==> src/hdl/serial_frame_receiver_assert.svh <==
// Assertion macros for the serial frame receiver.
// Each macro samples on clk and is switched off while rst is high.
`ifndef SERIAL_FRAME_RECEIVER_ASSERT_SVH
`define SERIAL_FRAME_RECEIVER_ASSERT_SVH

// Same-cycle implication.
`define SFR_ASSERT_IMPL(lbl, ante, cons, msg) \
  lbl: assert property (@(posedge clk) disable iff (rst) (ante) |-> (cons)) \
    else $error(msg);

// Next-cycle implication.
`define SFR_ASSERT_NEXT(lbl, ante, cons, msg) \
  lbl: assert property (@(posedge clk) disable iff (rst) (ante) |=> (cons)) \
    else $error(msg);

`endif

==> src/hdl/sfr_pkg.sv <==
`default_nettype none

package sfr_pkg;

  // Default frame size in bytes, delimiter included.
  localparam int MAX_FRAME_DEF = 64;

  // Delimiter value after reset.
  localparam logic [7:0] DELIM_RESET = 8'd186;

  // Frame status codes carried on the last beat of a frame.
  localparam logic [1:0] ST_OK         = 2'd0;
  localparam logic [1:0] ST_BAD_FORMAT = 2'd1;
  localparam logic [1:0] ST_BAD_SUM    = 2'd2;
  localparam logic [1:0] ST_TOO_LONG   = 2'd3;

endpackage

`default_nettype wire

==> src/hdl/sfr_store.sv <==
`default_nettype none

module sfr_store #(
  parameter int Depth = sfr_pkg::MAX_FRAME_DEF
) (
  input  wire logic                     clk,
  input  wire logic                     we,
  input  wire logic [$clog2(Depth)-1:0] waddr,
  input  wire logic [7:0]               wdata,
  input  wire logic [$clog2(Depth)-1:0] raddr,
  output logic      [7:0]               rdata
);

  logic [7:0] mem [Depth];

  // One write port and one registered read port.
  always_ff @(posedge clk) begin
    if (we) begin
      mem[waddr] <= wdata;
    end
    rdata <= mem[raddr];
  end

endmodule

`default_nettype wire

==> src/hdl/sfr_ctrl.sv <==
`default_nettype none

module sfr_ctrl #(
  parameter int MaxFrame = sfr_pkg::MAX_FRAME_DEF
) (
  input  wire logic                        clk,
  input  wire logic                        rst,
  input  wire logic [7:0]                  delim,
  input  wire logic                        in_valid,
  output logic                             in_ready,
  input  wire logic [7:0]                  rx_byte,
  output logic                             out_valid,
  input  wire logic                        out_ready,
  output logic      [7:0]                  msg_byte,
  output logic                             has_byte,
  output logic      [1:0]                  frame_status,
  output logic                             last_of_run,
  output logic                             busy,
  output logic                             mem_we,
  output logic      [$clog2(MaxFrame)-1:0] mem_waddr,
  output logic      [7:0]                  mem_wdata,
  output logic      [$clog2(MaxFrame)-1:0] mem_raddr,
  input  wire logic [7:0]                  mem_rdata
);

  localparam int AW = $clog2(MaxFrame);
  localparam int PW = $clog2(MaxFrame + 1);

  localparam logic S_PARSE = 1'b0;
  localparam logic S_EMIT  = 1'b1;

  logic          state, state_next;
  logic [PW-1:0] pos, pos_next;
  logic          half, half_next;
  logic [7:0]    idx, idx_next;
  logic [7:0]    sum, sum_next;
  logic [AW-1:0] ptr;
  logic [AW-1:0] last_ptr;
  logic [PW-1:0] pos_m1;

  logic          slot_free;
  logic          acc;
  logic          is_delim;
  logic          emit_adv;
  logic          ptr_last;
  logic          emit_start;
  logic          item_load;
  logic [1:0]    item_status;

  assign slot_free = !out_valid || out_ready;
  assign in_ready  = (state == S_PARSE) && slot_free;
  assign acc       = in_valid && in_ready;
  assign is_delim  = (rx_byte == delim);
  assign emit_adv  = (state == S_EMIT) && slot_free;
  assign ptr_last  = (ptr == last_ptr);
  assign busy      = (state == S_EMIT);
  assign pos_m1    = pos - PW'(1);

  // Message bytes go to the store at the current frame position.
  assign mem_waddr = pos[AW-1:0];
  assign mem_wdata = rx_byte;

  // Read address runs one ahead of the pointer while the message is played
  // out, and sits on the first message byte while parsing.
  always_comb begin
    if (emit_adv && !ptr_last) begin
      mem_raddr = AW'(ptr + AW'(1));
    end else if (state == S_EMIT) begin
      mem_raddr = ptr;
    end else begin
      mem_raddr = AW'(2);
    end
  end

  // Frame parser: one decision per accepted byte.
  always_comb begin
    pos_next    = pos;
    half_next   = half;
    idx_next    = idx;
    sum_next    = sum;
    state_next  = state;
    item_load   = 1'b0;
    item_status = sfr_pkg::ST_OK;
    mem_we      = 1'b0;
    emit_start  = 1'b0;
    if (acc) begin
      priority if (pos == PW'(0)) begin
        if (is_delim) begin
          pos_next = PW'(1);
        end
      end else if (pos == PW'(1)) begin
        if (is_delim) begin
          pos_next = PW'(0);
        end else if (rx_byte >= 8'(MaxFrame)) begin
          pos_next    = PW'(0);
          item_load   = 1'b1;
          item_status = sfr_pkg::ST_BAD_FORMAT;
        end else begin
          idx_next = rx_byte;
          sum_next = rx_byte;
          pos_next = PW'(2);
        end
      end else if (pos >= PW'(MaxFrame)) begin
        pos_next    = PW'(0);
        half_next   = 1'b0;
        item_load   = 1'b1;
        item_status = sfr_pkg::ST_TOO_LONG;
      end else if (half) begin
        half_next = 1'b0;
        if (!is_delim) begin
          // A lone delimiter starts a new frame; this byte is its index.
          idx_next    = rx_byte;
          sum_next    = rx_byte;
          pos_next    = PW'(2);
          item_load   = 1'b1;
          item_status = sfr_pkg::ST_BAD_FORMAT;
        end
      end else if (8'(pos) == idx) begin
        // Checksum byte.
        pos_next  = PW'(0);
        half_next = 1'b0;
        if (sum != rx_byte) begin
          item_load   = 1'b1;
          item_status = sfr_pkg::ST_BAD_SUM;
        end else if (pos == PW'(2)) begin
          item_load   = 1'b1;
          item_status = sfr_pkg::ST_OK;
        end else begin
          state_next = S_EMIT;
          emit_start = 1'b1;
        end
      end else begin
        mem_we    = 1'b1;
        pos_next  = PW'(pos + PW'(1));
        sum_next  = sum + rx_byte;
        half_next = is_delim;
      end
    end
  end

  // Parser and sequencer state.
  always_ff @(posedge clk) begin
    if (rst) begin
      state <= S_PARSE;
      pos   <= '0;
      half  <= 1'b0;
    end else begin
      pos  <= pos_next;
      half <= half_next;
      if (emit_adv && ptr_last) begin
        state <= S_PARSE;
      end else begin
        state <= state_next;
      end
    end
  end

  // Frame registers and play-out pointer.
  always_ff @(posedge clk) begin
    idx <= idx_next;
    sum <= sum_next;
    if (emit_start) begin
      ptr      <= AW'(2);
      last_ptr <= pos_m1[AW-1:0];
    end else if (emit_adv && !ptr_last) begin
      ptr <= AW'(ptr + AW'(1));
    end
  end

  // Output register: holds one beat until it is taken.
  always_ff @(posedge clk) begin
    if (rst) begin
      out_valid <= 1'b0;
    end else if (item_load || emit_adv) begin
      out_valid <= 1'b1;
    end else if (out_ready) begin
      out_valid <= 1'b0;
    end
  end

  always_ff @(posedge clk) begin
    if (item_load) begin
      msg_byte     <= 8'd0;
      has_byte     <= 1'b0;
      frame_status <= item_status;
      last_of_run  <= 1'b1;
    end else if (emit_adv) begin
      msg_byte     <= mem_rdata;
      has_byte     <= 1'b1;
      frame_status <= sfr_pkg::ST_OK;
      last_of_run  <= ptr_last;
    end
  end

endmodule

`default_nettype wire

==> src/hdl/serial_frame_receiver.sv <==
// A byte that ends a frame in error shows its status beat in the cycle after acceptance.
// A good checksum byte starts play-out: message bytes are read from the store into the
// output register, one beat a cycle while it is free. Throughput: one received byte a cycle
// while parsing and the output register is free; no byte is taken during play-out.
// Reset: parser waits for a delimiter, delimiter register returns to 0xBA, output empties;
// the frame store keeps its contents and needs no clearing pass.
`default_nettype none

module serial_frame_receiver #(
  parameter int MaxFrame = sfr_pkg::MAX_FRAME_DEF
) (
  input  wire logic       clk,
  input  wire logic       rst,
  input  wire logic       cfg_valid,
  output logic            cfg_ready,
  input  wire logic [7:0] cfg_data,
  input  wire logic       in_valid,
  output logic            in_ready,
  input  wire logic [7:0] rx_byte,
  output logic            out_valid,
  input  wire logic       out_ready,
  output logic      [7:0] msg_byte,
  output logic            has_byte,
  output logic      [1:0] frame_status,
  output logic            last_of_run
);

  `include "serial_frame_receiver_assert.svh"

  localparam int AW = $clog2(MaxFrame);

  logic [7:0]    delim;
  logic          busy;
  logic          mem_we;
  logic [AW-1:0] mem_waddr;
  logic [7:0]    mem_wdata;
  logic [AW-1:0] mem_raddr;
  logic [7:0]    mem_rdata;

  // Delimiter register; writes are taken at any time.
  assign cfg_ready = 1'b1;

  always_ff @(posedge clk) begin
    if (rst) begin
      delim <= sfr_pkg::DELIM_RESET;
    end else if (cfg_valid && cfg_ready) begin
      delim <= cfg_data;
    end
  end

  sfr_ctrl #(
    .MaxFrame(MaxFrame)
  ) u_ctrl (
    .clk          (clk),
    .rst          (rst),
    .delim        (delim),
    .in_valid     (in_valid),
    .in_ready     (in_ready),
    .rx_byte      (rx_byte),
    .out_valid    (out_valid),
    .out_ready    (out_ready),
    .msg_byte     (msg_byte),
    .has_byte     (has_byte),
    .frame_status (frame_status),
    .last_of_run  (last_of_run),
    .busy         (busy),
    .mem_we       (mem_we),
    .mem_waddr    (mem_waddr),
    .mem_wdata    (mem_wdata),
    .mem_raddr    (mem_raddr),
    .mem_rdata    (mem_rdata)
  );

  sfr_store #(
    .Depth(MaxFrame)
  ) u_store (
    .clk   (clk),
    .we    (mem_we),
    .waddr (mem_waddr),
    .wdata (mem_wdata),
    .raddr (mem_raddr),
    .rdata (mem_rdata)
  );

  // No byte is taken and nothing is stored while a message is played out.
  `SFR_ASSERT_IMPL(a_no_accept_busy, busy, !in_ready && !mem_we,
                   "input accepted or store written during play-out")

  // A beat without a message byte always closes a frame.
  `SFR_ASSERT_IMPL(a_status_beat_last, out_valid && !has_byte, last_of_run,
                   "status beat not marked last")

  // Message beats always carry the good-frame status.
  `SFR_ASSERT_IMPL(a_msg_beat_ok, out_valid && has_byte,
                   frame_status == sfr_pkg::ST_OK,
                   "message beat with error status")

  // Play-out ends only on the beat marked last.
  `SFR_ASSERT_NEXT(a_busy_ends_last, busy && out_valid && last_of_run && has_byte,
                   !busy || !$stable(msg_byte) || out_valid,
                   "play-out did not end at the last beat")

endmodule

`default_nettype wire
==> config.mk <==
export PLATFORM = sky130hd
export DESIGN_NAME = serial_frame_receiver
export DESIGN_NICKNAME = d
export VERILOG_FILES = /design/src/hdl/sfr_pkg.sv /design/src/hdl/sfr_store.sv /design/src/hdl/sfr_ctrl.sv /design/src/hdl/serial_frame_receiver.sv
export VERILOG_INCLUDE_DIRS = /design/src /design/src/hdl
export SDC_FILE = /design/constraint.sdc
export NUM_CORES = 1
export LEC_CHECK = 0
export ABC_AREA = 0
export BUFFER_PORTS_ARGS = -buffer_cell sky130_fd_sc_hd__buf_2
export CELL_PAD_IN_SITES_DETAIL_PLACEMENT = 0
export CELL_PAD_IN_SITES_GLOBAL_PLACEMENT = 1
export CORE_MARGIN = 2
export CORE_UTILIZATION = 45
export CTS_BUF_LIST = sky130_fd_sc_hd__clkbuf_16
export DETAILED_ROUTE_END_ITERATION = 12
export GPL_ROUTABILITY_DRIVEN = 0
export HOLD_SLACK_MARGIN = 0.05
export PLACE_DENSITY_LB_ADDON = 0.1
export SYNTH_ARGS = -nofsm -noshare
export SYNTH_HDL_FRONTEND = slang
export SYNTH_SLANG_ARGS = --single-unit
==> constraint.sdc <==
create_clock -name clk -period 4.2 [get_ports clk]
set_clock_uncertainty 0.05 [all_clocks]
set_input_delay 0.84 -clock clk [delete_from_list [all_inputs] [get_ports clk]]
set_output_delay 0.84 -clock clk [all_outputs]
set_load 0.1 [all_outputs]
==> results of run 1 <==
[logic make-up after synthesis]
family	share of synthesized area (%)
DFF	72.4
other	0.0160
muxes	9.87
xor gates and xnor gates	1.54
and+or+nand+nor	6.52
AOI/OAI and AO/OA	6.50
adders and majority gates	0.781
buffers and inverters	2.35
[critical path, delay by kind of cell, from the launching register on]
family,cells,cell delay (ps)
and+or+nand+nor,3,670
muxes,1,380
buffers and inverters,2,460
AOI/OAI and AO/OA,4,880
xor gates and xnor gates,2,640
DFF,1,470
[power by group through the flow]
stage | combinational, W | sequential, W | clock [W]
2_1_floorplan | 0.0000488 | 0.00642 | 0
3_3_place_gp | 0.000181 | 0.00642 | 0
3_5_place_dp | 0.000186 | 0.00642 | 0
4_1_cts | 0.000186 | 0.00629 | 0.00534
5_1_grt | 0.000199 | 0.00629 | 0.00555
6_report | 0.000180 | 0.00629 | 0.00524
[registers in the layout (all words and copies together) (netlist names)]
signal               cells
u_store.mem            512
delim                    8
u_ctrl.idx               8
u_ctrl.msg_byte          8
u_ctrl.sum               8
u_store.rdata            8
u_ctrl.pos               7
u_ctrl.last_ptr          6
u_ctrl.ptr               6
u_ctrl.frame_status      2
u_ctrl.busy              1
u_ctrl.half              1
u_ctrl.has_byte          1
u_ctrl.last_of_run       1
u_ctrl.out_valid         1
[per-stage QoR]
step / total power [W] / util, % / setup slack (ps) / cells / cell area, um^2
global placement: 0.00660 / 48.6 / 308 / 2192 / 24900
finish: 0.0117 / 52.4 / 543 / 2304 / 26900
detailed placement: 0.00660 / 48.6 / 236 / 2192 / 24900
CTS: 0.0118 / 52.4 / 531 / 2304 / 26900
floorplan: 0.00647 / - / 295 / 1439 / 23400
global route: 0.0120 / 52.4 / 306 / 2304 / 26900
[placed cells by master, fill, tap and decap left out, types with 10 or more instances in the layout]
cell type,instances
o22ai_1,14
xnor2_1,30
mux4_2,77
nor3_1,10
nand2_1,147
nor2b_1,10
clkinv_2,17
nor2_1,123
a21oi_1,96
buf_2,34
ha_1,13
a22o_1,19
dfxtp_1,42
xor2_1,11
nand3_1,26
clkinv_1,15
mux2i_1,41
edfxtp_1,536
buf_4,109
clkbuf_16,60
a221oi_1,25
o21ai_0,28
inv_1,20
[worst paths after layout]
check	end	slack (ps)
max	u_store.rdata[4]$_DFF_P_	540
min	delim[5]$_SDFFE_PP1P_	380
max reg2reg	u_store.rdata[4]$_DFF_P_	540
min reg2reg	u_ctrl.msg_byte[7]$_SDFFE_PP0P_	400
[area by class of cell]
cell class              instances  area (um^2)
flip-flops and latches        578        16900
clock inverters                52          434
repair buffers                151         1150
clock buffers                  60         1500
well taps                     680          851
fillers                      4268        24400
inverters                      13         48.8
multi-input cells             770         5960
[metal layers]
metal | global-route usage, % | share of wire, % | vias to the layer above
met5 | 0 | 0 | -
met4 | 5.81 | 1.9 | 0
met3 | 2.46 | 4.7 | 72
met2 | 36.2 | 48 | 332
met1 | 32.1 | 45 | 6725
li1 | - | - | 5878
==> reports/qor.yml, run 1 <==
power.net_switching_w: 0.00236
startpoint: "u_ctrl.ptr[3]$_SDFFE_PP0P_"
min-delay-start: "cfg_data[5]"
synth.area.top_cells: "edfxtp_1 (69%), mux4_2 (7.4%), dfxtp_1 (3.6%), nand2_1 (2.4%), a21oi_1 (2.1%)"
clkTransAtPathRegs_ps: 60
syn-cell-area_um2: 23400
period_minus_slack_ps: 3660
whs_ps: 375
max_stage_delay_ps: 580
ff2ff_path_depth: 12
nNetsFinal: 1608
crit_fanout: 37
die_w_um: 232
post-cts-setup-buffers: 0
grt_pass1_wl_mm: 87.2
dieArea_um2: 53800
fmax_ghz: 0.273
required_ps: 4700
dp_hpwl_mm: 37.0
ctsResizeCount: 0
ant_nets: 0
grt_antenna_before_repair: 1
power_density_nw_per_um2: 436
ys.flop_type: "edfxtp_1"
internal_power_w: 0.00935
vias_per_cell: 5.65
yosysUniqueCellTypes: 64
r2r-start: "u_ctrl.ptr[3]$_SDFFE_PP0P_"
cts_num_sinks: 578
comb_power_share_pct: 1.5
rsz0062_at_grt: "no"
critPathSlowestCell: "o21ai_0"
worstPathCellList: "xor2_1 > or2_4 > o21ai_2 > xnor2_1 > nand2_8 > buf_12 > buf_12 > mux4_2 > o22ai_1 > o21ai_0 > nand3_1 > o21ai_1"
dr.pass1.iters: 7
grt.total_usage_pct: 22.2
slew_violations: 0
portBuffers: 34
drt_iter0_markers: 1127
syn-num-nets: 1474
die_h_um: 232
swShare_pct: 20.2
ir_drop_v: 0.000318
cts_tree: "yes"
num_io_pins: 36
synthToLayoutAreaGrowth_pct: 14.9
avgSynthCellArea_um2: 16.3
critical_path_class: "flop to flop"
placeableCoreArea_um2: 51300
globalRoute.totalOverflow: 0
seq_area_frac_synth_pct: 72.4
synth_area_leader_cell: "edfxtp_1"
setup_viol_count_final: 0
synth_edf_count: 536
synth-seq-cells: 578
final.period_utilization_pct: 87.1
insertion_delay_ps: 640
synth_top_area_share_pct: 68.8
cap_violations: 0
seq_power_share_pct: 53.7
drt-total-wl_mm: 59.0
cts_htree_levels: 2
synth.most_common_cell: "edfxtp_1"
num_vias: 13000
start_kind: "flop"
wl_per_cell_um: 25.6
slew_headroom_pct: 9.38
hold_path_depth: 2
crit_path_end_kind: "flop"
fp-row-count: 83
synth_warnings: 0
ctsHoldBuffers: 0
drive_gt1_share_pct: 20.7
outcome: "complete, no violations"
diodes: 0
worstPathArrival_ps: 4160
grt_pass1_vias: 12900
start_util_pct: 45.6
yosys-top-cells-count: "edfxtp_1 (536), nand2_1 (147), nor2_1 (123)"
power.share.clock_pct: 44.7
drcViolationCount: 0
async_reset_ff_share_pct: 0
clockRootBuffer: "clkbuf_16"
ctsLongestPathBuffers: 3
hold_class: "input pin to flop"
cts_made_buffers: 59
p_leak_nw: 9.10
cpMostUsedCell: "buf_12"
hold_viol: 0
timing.setup.tns_ps: 0
worstMarginPinSlew_ps: 1360
grt_start_max_net_pins: 69
netlist_instances: 1439
No activity file was read; power rests on OpenSTA's default activity.
==> run 2, diff against run 1 <==
==> constraint.sdc (replaced) <==
create_clock -name clk -period 3.4 [get_ports clk]
set_clock_uncertainty 0.05 [all_clocks]
set_input_delay 1.02 -clock clk [delete_from_list [all_inputs] [get_ports clk]]
set_output_delay 1.02 -clock clk [all_outputs]
set_load 0.1 [all_outputs]
==> reports/qor.yml, run 2 (same netlist as run 1, synthesis figures left out) <==
die_w_um: 232
cts_made_buffers: 61
path_buf_inv: 2
clkTransAtPathRegs_ps: 60
final_common_cell: "edfxtp_1"
largest-register: "u_store.mem"
grt_pass1_vias: 13600
final.period_utilization_pct: 96.7
layout_setup_ws_ps: 112
slew_headroom_pct: 40.2
drive_gt1_share_pct: 28.1
start_util_pct: 45.6
ir_drop_v: 0.000413
required_ps: 3840
fmax_ghz: 0.304
layout_common_cells: "edfxtp_1 (536), buf_4 (177), nand2_1 (144)"
grt.total_usage_pct: 22.5
critPathTopFamily: "compound AO/OA/AOI/OAI gates"
setup_viol_count_final: 0
worstMarginPinSlew_ps: 898
globalRoute.totalOverflow: 0
worstPathCellList: "xnor2_1 > nand4_4 > o21ai_2 > xnor2_2 > nand2_8 > buf_16 > buf_4 > mux4_2 > o22ai_1 > a21oi_1 > o21ai_0 > o22ai_1"
fin_util_pct: 55.0
start_kind: "flop"
max_stage_delay_ps: 530
crit_path_end_kind: "flop"
ctsHoldBuffers: 0
nNetsFinal: 1700
dp_hpwl_mm: 39.2
grt_start_max_net_pins: 68
largest_reg_flops: 512
num_vias: 13300
cts_num_sinks: 578
drt_iter0_markers: 903
num_io_pins: 36
die_h_um: 232
grt_antenna_before_repair: 4
place_ws_ps: -858
rrSetupSlack_ps: 110
drcViolationCount: 0
placeableCoreArea_um2: 51300
cts_tree: "yes"
wl_per_cell_um: 24.8
vias_per_cell: 5.55
dr.pass1.iters: 7
critical_path_class: "flop to flop"
cts_htree_levels: 2
fp-row-count: 83
nFillCells: 4099
ctsLongestPathBuffers: 3
hold_class: "flop to flop"
p_leak_nw: 9.66
clockRootBuffer: "clkbuf_16"
cpMostUsedCell: "o22ai_1"
grt_pass1_wl_mm: 88.4
dieArea_um2: 53800
cap_violations: 0
drt-total-wl_mm: 59.3
timing.setup.tns_ps: 0
worstPathArrival_ps: 3730
outcome: "complete, no violations"
hold_viol: 0
portBuffers: 34
crit_fanout: 23
power_density_nw_per_um2: 517
insertion_delay_ps: 630
whs_ps: 404
finalPower_w: 0.0146
slew_violations: 0
critPathSlowestCell: "mux4_2"
synthToLayoutAreaGrowth_pct: 20.6
period_minus_slack_ps: 3290
ant_nets: 0
[run 2: cell count changes in the layout (fill, tap and decap cells not counted), moves of 8 or more]
cell	previous run	this run
buf_4	109	177
nor2_1	123	86
buf_12	8	29
nor2_4	0	21
nor2_2	0	16
clkinv_2	17	9
[run 2: worst paths after layout]
check             depth (start not counted)                              end                       startpoint
setup / recovery                         12         u_store.rdata[5]$_DFF_P_     u_ctrl.last_ptr[0]$_DFFE_PP_
hold / removal                            2  u_ctrl.msg_byte[2]$_SDFFE_PP0P_  u_ctrl.msg_byte[2]$_SDFFE_PP0P_
setup reg to reg                         12         u_store.rdata[5]$_DFF_P_     u_ctrl.last_ptr[0]$_DFFE_PP_
hold reg to reg                           2  u_ctrl.msg_byte[2]$_SDFFE_PP0P_  u_ctrl.msg_byte[2]$_SDFFE_PP0P_
[run 2: tightest hold or removal path, stage by stage (launching register included)]
cell and delay [ps]:
dfxtp_1 310, nand2_1 50, a21oi_1 50
[run 2: routing by layer]
| layer | track usage, % | wire length (um) | up-vias |
|---|---|---|---|
| met5 | 0 | 0 | - |
| met2 | 36.9 | 28800 | 273 |
| met4 | 6.35 | 1340 | 0 |
| li1 | - | - | 6066 |
| met3 | 3.03 | 2350 | 85 |
| met1 | 31.7 | 26900 | 6861 |
[run 2: repair_timing]
action	CTS	global route
setup endpoints to repair	6	7
pin swaps	0	3
setup buffers	0	1
gates resized for setup	11	11
[run 2: layout make-up]
type                            instances  area (um^2)  area share [%]
Antenna cell                            1         2.50         0.00887
Multi-Input combinational cell        770         6280            22.3
Tap cell                              680          851            3.02
Clock buffer                           63         1580            5.59
Timing Repair Buffer                  241         2110            7.49
Clock inverter                         49          398            1.41
Sequential cell                       578        16900            60.0
Inverter                               13         48.8           0.173
[run 2: through the flow]
stage	cells	cell area, um^2
after detailed placement	2281	26100
after global placement	2281	26100
final	2395	28200
after CTS	2393	28100
after global routing	2394	28200
after floorplan	1439	23600
[run 2: report_power, final]
part / internal (W) / switching, W / total, W
Clock: 0.00379 / 0.00278 / 0.00657
Combinational: 0.0000506 / 0.000176 / 0.000226
Sequential: 0.00777 / 0.00000489 / 0.00777
Total: 0.0116 / 0.00296 / 0.0146
